### config.mk
export PLATFORM = sky130hd
export DESIGN_NAME = euler_path_fleury_small_graph
export DESIGN_NICKNAME = d
export VERILOG_FILES = /design/src/sv/efp_pkg.sv /design/src/sv/efp_ctrl.sv /design/src/sv/efp_dp.sv /design/src/sv/euler_path_fleury_small_graph.sv
export SDC_FILE = /design/constraint.sdc
export NUM_CORES = 2
export LEC_CHECK = 0
export BUFFER_PORTS_ARGS = -buffer_cell sky130_fd_sc_hd__buf_2
export CAP_MARGIN = 20
export CORE_ASPECT_RATIO = 1.2
export CORE_UTILIZATION = 30
export DETAILED_ROUTE_END_ITERATION = 10
export HOLD_SLACK_MARGIN = 0.02
export PLACE_DENSITY_LB_ADDON = 0.25
export SLEW_MARGIN = 20
export SYNTH_ARGS = -nofsm -noshare
export SYNTH_HDL_FRONTEND = slang
export SYNTH_SLANG_ARGS = --single-unit
### constraint.sdc
create_clock -name clk -period 6.5 [get_ports clk]
set_clock_uncertainty 0.1 [all_clocks]
set_input_delay 0.325 -clock clk [delete_from_list [all_inputs] [get_ports clk]]
set_output_delay 0.325 -clock clk [all_outputs]
set_load 0.02 [all_outputs]
### src/sv/efp_pkg.sv
// Shared constants and controller/datapath interface types for the Euler path block.
package efp_pkg;

  localparam int NODE_W          = 3;
  localparam int NODE_COUNT_DEF  = 7;
  localparam int MAX_TILES_DEF   = 32;

  localparam logic [1:0] ST_PATH   = 2'd0;
  localparam logic [1:0] ST_NOCONN = 2'd1;
  localparam logic [1:0] ST_ODD    = 2'd2;
  localparam logic [1:0] ST_OVF    = 2'd3;

  typedef struct packed {
    logic       load;
    logic       conn_init;
    logic       bfs_step;
    logic       bridge_init;
    logic       scan_start;
    logic       t_adv;
    logic       set_fb;
    logic       take;
    logic       take_fb;
    logic       set_start;
    logic       emit_fail;
    logic [1:0] fail_code;
    logic       emit_final;
    logic       clear;
  } cmd_t;

  typedef struct packed {
    logic grew;
    logic conn_ok;
    logic no_nodes;
    logic odd_many;
    logic overflow;
    logic t_end;
    logic used_t;
    logic incident;
    logic self_loop;
    logic far_reached;
    logic fb_valid;
  } sts_t;

endpackage

### src/sv/efp_ctrl.sv
// Sequencer for tile loading, connectivity check and the Fleury walk.
module efp_ctrl (
  input  logic          clk,
  input  logic          rst_n,
  input  logic          start,
  input  logic          in_last_tile,
  input  efp_pkg::sts_t sts,
  output efp_pkg::cmd_t cmd,
  output logic          busy
);

  localparam logic [2:0] S_IDLE  = 3'd0;
  localparam logic [2:0] S_CHECK = 3'd1;
  localparam logic [2:0] S_CONN  = 3'd2;
  localparam logic [2:0] S_RD    = 3'd3;
  localparam logic [2:0] S_CHK   = 3'd4;
  localparam logic [2:0] S_BR    = 3'd5;

  logic [2:0] state_r, state_nxt;

  assign busy = (state_r != S_IDLE);

  always_comb begin
    cmd       = '0;
    state_nxt = state_r;
    unique case (state_r)
      S_IDLE: begin
        if (start) begin
          cmd.load = 1'b1;
          if (in_last_tile) state_nxt = S_CHECK;
        end
      end
      S_CHECK: begin
        priority if (sts.overflow) begin
          cmd.emit_fail = 1'b1;
          cmd.fail_code = efp_pkg::ST_OVF;
          cmd.clear     = 1'b1;
          state_nxt     = S_IDLE;
        end else if (sts.no_nodes) begin
          cmd.emit_fail = 1'b1;
          cmd.fail_code = efp_pkg::ST_NOCONN;
          cmd.clear     = 1'b1;
          state_nxt     = S_IDLE;
        end else begin
          cmd.conn_init = 1'b1;
          state_nxt     = S_CONN;
        end
      end
      S_CONN: begin
        cmd.bfs_step = 1'b1;
        if (!sts.grew) begin
          priority if (!sts.conn_ok) begin
            cmd.emit_fail = 1'b1;
            cmd.fail_code = efp_pkg::ST_NOCONN;
            cmd.clear     = 1'b1;
            state_nxt     = S_IDLE;
          end else if (sts.odd_many) begin
            cmd.emit_fail = 1'b1;
            cmd.fail_code = efp_pkg::ST_ODD;
            cmd.clear     = 1'b1;
            state_nxt     = S_IDLE;
          end else begin
            cmd.set_start  = 1'b1;
            cmd.scan_start = 1'b1;
            state_nxt      = S_RD;
          end
        end
      end
      S_RD: state_nxt = S_CHK;
      S_CHK: begin
        priority if (sts.t_end) begin
          if (sts.fb_valid) begin
            cmd.take       = 1'b1;
            cmd.take_fb    = 1'b1;
            cmd.scan_start = 1'b1;
            state_nxt      = S_RD;
          end else begin
            cmd.emit_final = 1'b1;
            cmd.clear      = 1'b1;
            state_nxt      = S_IDLE;
          end
        end else if (sts.used_t || !sts.incident) begin
          cmd.t_adv = 1'b1;
          state_nxt = S_RD;
        end else begin
          if (sts.self_loop) begin
            cmd.take       = 1'b1;
            cmd.scan_start = 1'b1;
            state_nxt      = S_RD;
          end else begin
            cmd.set_fb      = !sts.fb_valid;
            cmd.bridge_init = 1'b1;
            state_nxt       = S_BR;
          end
        end
      end
      S_BR: begin
        cmd.bfs_step = 1'b1;
        if (!sts.grew) begin
          if (sts.far_reached) begin
            cmd.take       = 1'b1;
            cmd.scan_start = 1'b1;
          end else begin
            cmd.t_adv = 1'b1;
          end
          state_nxt = S_RD;
        end
      end
      default: state_nxt = S_IDLE;
    endcase
  end

  always_ff @(posedge clk) begin
    if (!rst_n) state_r <= S_IDLE;
    else        state_r <= state_nxt;
  end

endmodule

### src/sv/efp_dp.sv
// Graph stores, reachability step, tile scan and result registers.
module efp_dp #(
  parameter int NODE_COUNT = efp_pkg::NODE_COUNT_DEF,
  parameter int MAX_TILES  = efp_pkg::MAX_TILES_DEF
) (
  input  logic                      clk,
  input  logic                      rst_n,
  input  logic [efp_pkg::NODE_W-1:0] in_tile_end_a,
  input  logic [efp_pkg::NODE_W-1:0] in_tile_end_b,
  input  efp_pkg::cmd_t             cmd,
  output efp_pkg::sts_t             sts,
  output logic                      out_valid,
  output logic [efp_pkg::NODE_W-1:0] out_path_node,
  output logic [1:0]                out_status,
  output logic                      out_last_result
);

  localparam int NW = efp_pkg::NODE_W;
  localparam int CW = $clog2(MAX_TILES + 1);
  localparam int DW = $clog2(2 * MAX_TILES + 1);
  localparam int IW = (MAX_TILES > 1) ? $clog2(MAX_TILES) : 1;

  logic [CW-1:0]   cnt_r [NODE_COUNT][NODE_COUNT];
  logic [DW-1:0]   deg_r [NODE_COUNT];
  logic [MAX_TILES-1:0] used_r;
  logic [CW-1:0]   total_r, t_r;
  logic            overflow_r, ex_r, fb_valid_r;
  logic [IW-1:0]   fb_t_r;
  logic [NW-1:0]   fb_a_r, fb_b_r, cur_r;
  logic [NODE_COUNT-1:0] reach_r;
  logic [2*NW-1:0] mem [MAX_TILES];
  logic [2*NW-1:0] rd_r;

  logic [NW-1:0]   rd_a, rd_b, ta, tb, start_node, low_odd, low_nz;
  logic [NODE_COUNT-1:0] reach_step, odd_bits, nz_bits;
  logic [IW-1:0]   take_idx;
  logic            tile_ok, store_ok, far;

  assign rd_a = rd_r[2*NW-1:NW];
  assign rd_b = rd_r[NW-1:0];
  assign ta   = cmd.take_fb ? fb_a_r : rd_a;
  assign tb   = cmd.take_fb ? fb_b_r : rd_b;
  assign take_idx = cmd.take_fb ? fb_t_r : t_r[IW-1:0];
  assign tile_ok  = ({1'b0, in_tile_end_a} < (NW+1)'(NODE_COUNT)) &&
                    ({1'b0, in_tile_end_b} < (NW+1)'(NODE_COUNT));
  assign store_ok = cmd.load && tile_ok && (total_r < CW'(MAX_TILES));

  // One reachability step plus degree parity and lowest odd/nonzero nodes; the edge under test loses one copy.
  always_comb begin
    logic adj;
    reach_step = reach_r;
    far        = 1'b0;
    odd_bits   = '0;
    nz_bits    = '0;
    low_odd    = '0;
    low_nz     = '0;
    for (int u = 0; u < NODE_COUNT; u++) begin
      for (int v = 0; v < NODE_COUNT; v++) begin
        adj = (cnt_r[u][v] != '0) &&
              !(ex_r && (cnt_r[u][v] == CW'(1)) &&
                (((rd_a == NW'(u)) && (rd_b == NW'(v))) ||
                 ((rd_a == NW'(v)) && (rd_b == NW'(u)))));
        if (reach_r[u] && adj) reach_step[v] = 1'b1;
      end
      if (rd_b == NW'(u)) far = reach_r[u];
      odd_bits[u] = deg_r[u][0];
      nz_bits[u]  = (deg_r[u] != '0);
    end
    for (int i = NODE_COUNT - 1; i >= 0; i--) begin
      if (odd_bits[i]) low_odd = NW'(i);
      if (nz_bits[i])  low_nz  = NW'(i);
    end
  end

  assign start_node = ($countones(odd_bits) == 2) ? low_odd : low_nz;

  always_comb begin
    sts.grew        = (reach_step != reach_r);
    sts.conn_ok     = ((nz_bits & ~reach_r) == '0);
    sts.no_nodes    = (nz_bits == '0);
    sts.odd_many    = ($countones(odd_bits) > 2);
    sts.overflow    = overflow_r;
    sts.t_end       = (t_r == total_r);
    sts.used_t      = used_r[t_r[IW-1:0]];
    sts.incident    = (rd_a == cur_r) || (rd_b == cur_r);
    sts.self_loop   = (rd_a == rd_b);
    sts.far_reached = far;
    sts.fb_valid    = fb_valid_r;
  end

  // Tile list: written at load, read at the scan index.
  always_ff @(posedge clk) begin
    if (store_ok) mem[total_r[IW-1:0]] <= {in_tile_end_a, in_tile_end_b};
    rd_r <= mem[t_r[IW-1:0]];
  end

  always_ff @(posedge clk) begin
    if (!rst_n || cmd.clear) begin
      for (int u = 0; u < NODE_COUNT; u++) begin
        deg_r[u] <= '0;
        for (int v = 0; v < NODE_COUNT; v++) cnt_r[u][v] <= '0;
      end
      used_r     <= '0;
      total_r    <= '0;
      overflow_r <= 1'b0;
    end else begin
      if (cmd.load && tile_ok && !store_ok) overflow_r <= 1'b1;
      if (store_ok) total_r <= total_r + CW'(1);
      for (int u = 0; u < NODE_COUNT; u++) begin
        if (store_ok)
          deg_r[u] <= deg_r[u] + DW'(in_tile_end_a == NW'(u)) + DW'(in_tile_end_b == NW'(u));
        else if (cmd.take)
          deg_r[u] <= deg_r[u] - DW'(ta == NW'(u)) - DW'(tb == NW'(u));
        for (int v = 0; v < NODE_COUNT; v++) begin
          if (store_ok &&
              (((in_tile_end_a == NW'(u)) && (in_tile_end_b == NW'(v))) ||
               ((in_tile_end_a == NW'(v)) && (in_tile_end_b == NW'(u)))))
            cnt_r[u][v] <= cnt_r[u][v] + CW'(1);
          else if (cmd.take &&
                   (((ta == NW'(u)) && (tb == NW'(v))) ||
                    ((ta == NW'(v)) && (tb == NW'(u)))))
            cnt_r[u][v] <= cnt_r[u][v] - CW'(1);
        end
      end
      if (cmd.take) begin
        for (int i = 0; i < MAX_TILES; i++)
          if (take_idx == IW'(i)) used_r[i] <= 1'b1;
      end
    end
  end

  always_ff @(posedge clk) begin
    if (!rst_n) begin
      reach_r    <= '0;
      ex_r       <= 1'b0;
      fb_valid_r <= 1'b0;
      t_r        <= '0;
      out_valid  <= 1'b0;
    end else begin
      out_valid <= cmd.take || cmd.emit_final || cmd.emit_fail;
      if (cmd.conn_init) begin
        ex_r <= 1'b0;
        for (int i = 0; i < NODE_COUNT; i++) reach_r[i] <= (low_nz == NW'(i));
      end else if (cmd.bridge_init) begin
        ex_r <= 1'b1;
        for (int i = 0; i < NODE_COUNT; i++) reach_r[i] <= (rd_a == NW'(i));
      end else if (cmd.bfs_step) begin
        reach_r <= reach_step;
      end
      if (cmd.scan_start) begin
        t_r        <= '0;
        fb_valid_r <= 1'b0;
      end else begin
        if (cmd.t_adv)  t_r        <= t_r + CW'(1);
        if (cmd.set_fb) fb_valid_r <= 1'b1;
      end
      if (cmd.set_fb) begin
        fb_t_r <= t_r[IW-1:0];
        fb_a_r <= rd_a;
        fb_b_r <= rd_b;
      end
      if (cmd.set_start) cur_r <= start_node;
      if (cmd.take) begin
        // Show the node held so far; advance to the far end of the tile.
        out_path_node   <= cur_r;
        out_status      <= efp_pkg::ST_PATH;
        out_last_result <= 1'b0;
        cur_r           <= (ta == cur_r) ? tb : ta;
      end else if (cmd.emit_final) begin
        out_path_node   <= cur_r;
        out_status      <= efp_pkg::ST_PATH;
        out_last_result <= 1'b1;
      end else if (cmd.emit_fail) begin
        out_path_node   <= '0;
        out_status      <= cmd.fail_code;
        out_last_result <= 1'b1;
      end
    end
  end

endmodule

### src/sv/euler_path_fleury_small_graph.sv
// Top level: Euler path over domino tiles by Fleury's algorithm on a small multigraph.
// Load: a tile that is not the last is taken while busy stays low, so tiles may arrive back
//   to back. The last tile raises busy for the check and walk.
// Check: overflow and empty-graph tests, then reachability steps (at most NODE_COUNT) and the odd count.
// Walk: each tile index probed passes a read state (tile list read port) and a check state, plus up
//   to NODE_COUNT reachability steps per bridge test; each path node comes after a full rescan.
// Results appear one per strobe; the receiver cannot stall. Sync active-low reset clears
//   counts, degrees, tile marks and the controller; stores are also cleared after each run.
module euler_path_fleury_small_graph #(
  parameter int NODE_COUNT = efp_pkg::NODE_COUNT_DEF,
  parameter int MAX_TILES  = efp_pkg::MAX_TILES_DEF
) (
  input  logic                       clk,
  input  logic                       rst_n,
  input  logic                       start,
  output logic                       busy,
  input  logic [efp_pkg::NODE_W-1:0] in_tile_end_a,
  input  logic [efp_pkg::NODE_W-1:0] in_tile_end_b,
  input  logic                       in_last_tile,
  output logic                       out_valid,
  output logic [efp_pkg::NODE_W-1:0] out_path_node,
  output logic [1:0]                 out_status,
  output logic                       out_last_result
);

  efp_pkg::cmd_t cmd;
  efp_pkg::sts_t sts;

  // Controller: sequence load, connectivity, odd count and the bridge-aware walk.
  efp_ctrl u_ctrl (
    .clk          (clk),
    .rst_n        (rst_n),
    .start        (start),
    .in_last_tile (in_last_tile),
    .sts          (sts),
    .cmd          (cmd),
    .busy         (busy)
  );

  // Datapath: hold the graph, run reachability steps, drive the result item.
  efp_dp #(
    .NODE_COUNT (NODE_COUNT),
    .MAX_TILES  (MAX_TILES)
  ) u_dp (
    .clk             (clk),
    .rst_n           (rst_n),
    .in_tile_end_a   (in_tile_end_a),
    .in_tile_end_b   (in_tile_end_b),
    .cmd             (cmd),
    .sts             (sts),
    .out_valid       (out_valid),
    .out_path_node   (out_path_node),
    .out_status      (out_status),
    .out_last_result (out_last_result)
  );

  // A failure item always ends the run.
  a_fail_last: assert property (@(posedge clk) disable iff (!rst_n)
    out_valid && (out_status != efp_pkg::ST_PATH) |-> out_last_result)
    else $error("failure item without last mark");

  // A failure item carries node zero.
  a_fail_node: assert property (@(posedge clk) disable iff (!rst_n)
    out_valid && (out_status != efp_pkg::ST_PATH) |-> (out_path_node == '0))
    else $error("failure item with nonzero node");

  // The last tile starts the check.
  a_last_busy: assert property (@(posedge clk) disable iff (!rst_n)
    start && !busy && in_last_tile |=> busy)
    else $error("last tile did not start the run");

  // Nothing follows the final item of a run at once.
  a_last_gap: assert property (@(posedge clk) disable iff (!rst_n)
    out_valid && out_last_result |=> !out_valid)
    else $error("item right after the final item");

  // The final item leaves the block idle.
  a_last_idle: assert property (@(posedge clk) disable iff (!rst_n)
    out_valid && out_last_result |-> !busy)
    else $error("busy after the final item");

endmodule
# After elaboration in Yosys (flattened, before gate mapping)

Memories as Yosys holds them, arrays and structs flattened. A register that Yosys moved wholly into a read port is not among the register bits.
Index checks and enable logic that the tools add are counted.

$add $sub $neg: 134
$lt $le $gt $ge: 5
Equal/unequal tests: 138
Mux-type cells: 467
Bitwise operators: 115
Reductions and logical operators: 635

Operators with widths:

| kind                  | count |
|---|---|
| $mux W6               | 98 |
| $logic_and A1 B1 Y1   | 403 |
| $add A6 B1 Y6 const B | 51 |
| $mux W1               | 296 |
| $eq A6 B1 Y1 const B  | 49 |
| $reduce_bool A6 Y1    | 49 |
| $sub A6 B1 Y6 const B | 49 |
| $mux W7               | 17 |
| $or A1 B1 Y1          | 112 |
| $mux W3               | 34 |
| $add A7 B1 Y7         | 14 |
| $sub A7 B1 Y7         | 14 |
| $eq A5 B5 Y1 const B  | 16 |
| $reduce_and A2 Y1     | 35 |
| $eq A3 B3 Y1 const B  | 23 |
| $logic_or A1 B1 Y1    | 68 |
| $add A32 B32 Y32      | 2 |
| $logic_not A1 Y1      | 53 |
| $reduce_bool A7 Y1    | 7 |
| $eq A3 B2 Y1 const B  | 16 |
| $eq A5 B4 Y1 const B  | 8 |
| $add A32 B1 Y32       | 1 |
| $eq A32 B3 Y1 const B | 1 |
| $gt A32 B3 Y1 const B | 1 |
| 30 further kinds      | 77 |

Register bits: 78
Memory bits (writable): 535
Bits of input ports: 10
Output and inout port bits: 8
Logic and storage cells: 1544
Memories kept: 3

Memories:

| memory     | words | bits a word | rd ports | clocked after Yosys merged registers in | write ports | RTL line     | source |
|---|---|---|---|---|---|---|---|
| u_dp.cnt_r | 7     | 42          | 7        | 0                                       | 7           | efp_dp.sv:23 | `logic [CW-1:0] cnt_r [NODE_COUNT][NODE_COUNT];` |
| u_dp.mem   | 32    | 6           | 1        | 1                                       | 1           | efp_dp.sv:31 | `logic [2*NW-1:0] mem [MAX_TILES];` |
| u_dp.deg_r | 7     | 7           | 7        | 0                                       | 7           | efp_dp.sv:24 | `logic [DW-1:0] deg_r [NODE_COUNT];` |

# Depth between registers and ports, before layout

Depth in word-level cells: 23
Gate-level depth with buffers: 22
Depth with buffers taken out: 17

# Cells and area by module

Synthesis repeated with hierarchy kept, for this count alone.

Cell total of the unflattened synthesis: 3099
Area, all modules: 34249.1 sq um

Modules (own cells, without submodules):

| module   | times used | cells each | area an instance (sq um) | sequential area each (sq um) |
|---|---|---|---|---|
| efp_dp   | 1          | 3037       | 33806.2                  | 16625.9 |
| efp_ctrl | 1          | 62         | 442.9                    | 60.1 |

# Least setup slack after synthesis

Ideal clock, no wire load.

Path kind: register to register
From: memory u_dp.deg_r[0][0] (netlist name)
To: memory u_dp.deg_r[0][0] (netlist name) (enable)
Setup time: 0.652 ns
Arrival time: 4.922 ns
Data required time: 5.748 ns
Setup slack: 0.826 ns
Stages on the path, launching flop included: 21
Path buffers: 5
Period minus slack after synthesis: 5.674 ns
Cells stage by stage: edfxtp_1 -> ha_1 -> inv_1 -> fa_1 -> inv_1 -> ha_1 -> inv_1 -> fa_1 -> nor2_1 -> a31oi_1 -> a21oi_1 -> nand4_1 -> nor3b_1 -> and3_1 -> buf_2 -> a21oi_1 -> clkbuf_1 -> clkbuf_1 -> clkbuf_1 -> buf_2 -> nand3_1

RTL lines:

| what            | RTL line |
|---|---|
| start, declared | efp_dp.sv:24 |

==> out/summary.txt <==
Via count - 29978
Status - finished, final reports clean
Global-route wire length before repair - 180000 um
Endpoints failing setup - 0
Post-Synthesis Cells - 3716
Initial antenna violation count - 4
Avg Cell Area, Syn - 10.2 um2
Global route total overflow - 0
Core Box Area - 125000 um2
Synth Area in Simple Gates - 21.6%
Sequential area share after synthesis - 44.2%
CTS tree - yes
WL per Instance - 21.9 um
Num rows - 142
Final Wtd Congestion - 0.969
Die X-Extent - 326 um
Slew of the pin with the lowest slew margin - 1.09 ns
Adder-Cell Fraction of Synth Area - 6.47%
Mapped Area - 37700 um2
CP Capture Type - flip-flop
Vias/cell - 5.56
Clk sink count - 577
Maximum clock rate - 0.181 GHz
Crit-path max FO - 32
Layout cells sized above 1 - 10.4%
Critical path required time - 6.61 ns
Leak - 0.0149 uW
CTS buffer count - 70
Worst setup SP type - flip-flop
Gr usage total - 18.2%
Total negative slack - 0 ns
Num ports - 18
Clock Latency Late Sink - 0.66 ns
Syn nets - 3911
Post-DP HPWL - 84200 um
Synth Flop Type - edfxtp_1
NumNets Final - 3870
EDFF count, synth - 513
Max-Cap Viols - 0
Routed WL - 118000 um
Count leader, synth - edfxtp_1
Initial Util - 30.2%
Yosys top cell area share - 40.8%
Largest net degree at the start of global routing - 77
Crit path kind - reg -> reg
Slew HR - 26.7%
Fraction of registers with async set/reset - 0%
Slew Limit Fails - 0
H-tree Lvls - 3
Largest family of logic cells by synthesized area - simple AND/OR/NAND/NOR gates
FF+latch count, synth - 577
RSZ-0062 raised after global routing - no
Top post-synthesis cells by count - edfxtp_1, nor2_1, nand2_1, nand3_1, mux2i_1
Path depth of the worst reg2reg path - 17
Netlist cell types - 101
Post-route fraction of the period consumed by the critical path - 84.8%
Post-Place Setup Slack - 1.03 ns
Area Growth Syn to Fin - 11.7%
Residual DRC - 0
WHS - 0.157 ns
Final ANT Viol Nets - 0
Clock-pin slew on the worst setup and hold paths - 0.06 ns
Xor/xnor cell area share of the yosys netlist - 1.58%
Max clock buf depth - 3
Worst IR Drop VDD - 0.173 mV
Post-synthesis compound-gate area fraction - 12.1%
Hold Fails Final Rpt - 0
Chip height - 390 um
Pwr dens - 239 nW/um2
Post-CTS setup buffer count - 0
Top post-synthesis cells by area - edfxtp_1, ha_1, mux2i_1, mux4_2, dfxtp_1
Root Buffer - clkbuf_16
Largest area contributor in the synthesized netlist - edfxtp_1
Number of global-route vias before repair - 28925
Detailed Routing Iterations Pass 1 - 6
Portion of netlist area occupied by mux cells - 9.61%
Hold path depth - 4
Worst hold path class - in -> reg
CP arrival - 5.63 ns
Post-layout minimum cycle time - 5.51 ns
PortBufs - 17
Initial DRC count - 2820
Yosys warning count - 0
Die Area - 127000 um2
Final worst slack - 0.988 ns
==> registers in the layout (all words and copies together), names as in the netlist, 5 cells and up <==
| register | flops |
|---|---|
| u_dp.cnt_r | 252 |
| u_dp.deg_r | 49 |
| u_dp.fb_t_r | 5 |
| u_dp.mem | 192 |
| u_dp.rd_r | 6 |
| u_dp.reach_r | 7 |
| u_dp.t_r | 6 |
| u_dp.total_r | 6 |
| u_dp.used_r | 32 |
==> final timing paths <==
path         slack [ns]              from                 to
max                0.99  u_dp.deg_r[0][0]  u_dp.cnt_r[6][17]
min                0.16      in_last_tile  u_ctrl.state_r[0]
max reg2reg        0.99  u_dp.deg_r[0][0]  u_dp.cnt_r[6][17]
min reg2reg        0.36   u_dp.used_r[15]    u_dp.used_r[15]
==> power by group <==
| part | switching (uW) | leakage, uW | internal [uW] |
|---|---|---|---|
| clock | 1690 | 0.00113 | 2380 |
| combinational | 1010 | 0.00825 | 518 |
| sequential | 254 | 0.00555 | 4220 |
| total | 2960 | 0.0149 | 7120 |
==> through the flow <==
step                instances  cell area [um2]  total power [uW]  util [%]
floorplan                3716            37700              5410         -
global placement         5258            39800              6040      31.9
detailed placement       5258            39800              6050      31.9
CTS                      5386            42100             10200      33.8
global route             5386            42100             10500      33.8
finish                   5387            42100             10100      33.8
==> layer usage <==
metal | GRT usage (%) | part of all wire [%] | vias to the layer above
met5 | 0 | 0.044 | -
met4 | 8.24 | 4.5 | 8
met3 | 2.87 | 6.0 | 288
met2 | 30.5 | 48 | 1018
met1 | 22.8 | 42 | 14745
li1 | - | - | 13919
==> worst max-delay path, cell delays in order, from the launching register on <==
cell	delay, ns
edfxtp_1	0.52
ha_1	0.34
inv_1	0.05
fa_1	0.44
inv_1	0.07
ha_1	0.17
inv_1	0.06
fa_1	0.37
nor2_1	0.09
a31oi_1	0.09
a21oi_1	0.20
nand4_1	0.25
nor3b_1	0.24
and3_1	0.21
buf_4	0.18
a21oi_4	0.67
buf_4	0.47
nand3_1	0.52
==> cells in the final DEF (no fill, tap or decap), types with 18 or more instances in the layout <==
master,netlist,layout
nand3b_1,18,18
or3_1,45,44
a41oi_1,19,19
and2_1,28,28
o211ai_1,21,21
mux2_2,19,19
nor3_1,152,152
a21oi_1,178,177
nor2b_1,31,31
buf_4,6,86
dfxtp_1,64,62
xor2_1,37,37
nor2_1,333,332
a31oi_1,42,42
o21ai_0,98,97
o21a_1,31,31
nand2b_1,121,121
nor3b_1,39,38
o2111ai_1,24,24
xnor2_1,31,31
o21ai_1,19,18
clkbuf_16,0,70
nand4_1,84,84
mux2i_1,181,180
nand3_1,187,186
nand2_1,276,276
a21o_1,20,20
a211oi_1,29,29
nor4_1,47,46
edfxtp_1,513,513
inv_1,170,170
ha_1,168,168
mux4_2,71,71
and3_1,64,64
==> area by class of cell <==
cell class,instances,area [um2]
fillers,12711,82600
multi-input cells,2740,19500
flip-flops and latches,577,16700
well taps,1656,2070
clock buffers,88,1840
repair buffers,115,961
inverters,171,644
clock inverters,39,484
diodes,1,2.50
==> cells by family after synthesis <==
family | after synthesis
xor+xnor | 68
fa+ha+maj | 185
simple gates | 1543
compound gates | 673
flops | 577
buf+inv | 399
mux | 271
==> timing repair <==
| item | CTS | global route |
|---|---|---|
| endpoints found under the hold margin | 10 | 0 |
| gates resized for setup | 0 | 0 |
| hold buffers | 1 | 0 |
Note: power is estimated with default switching activity, not from simulation.
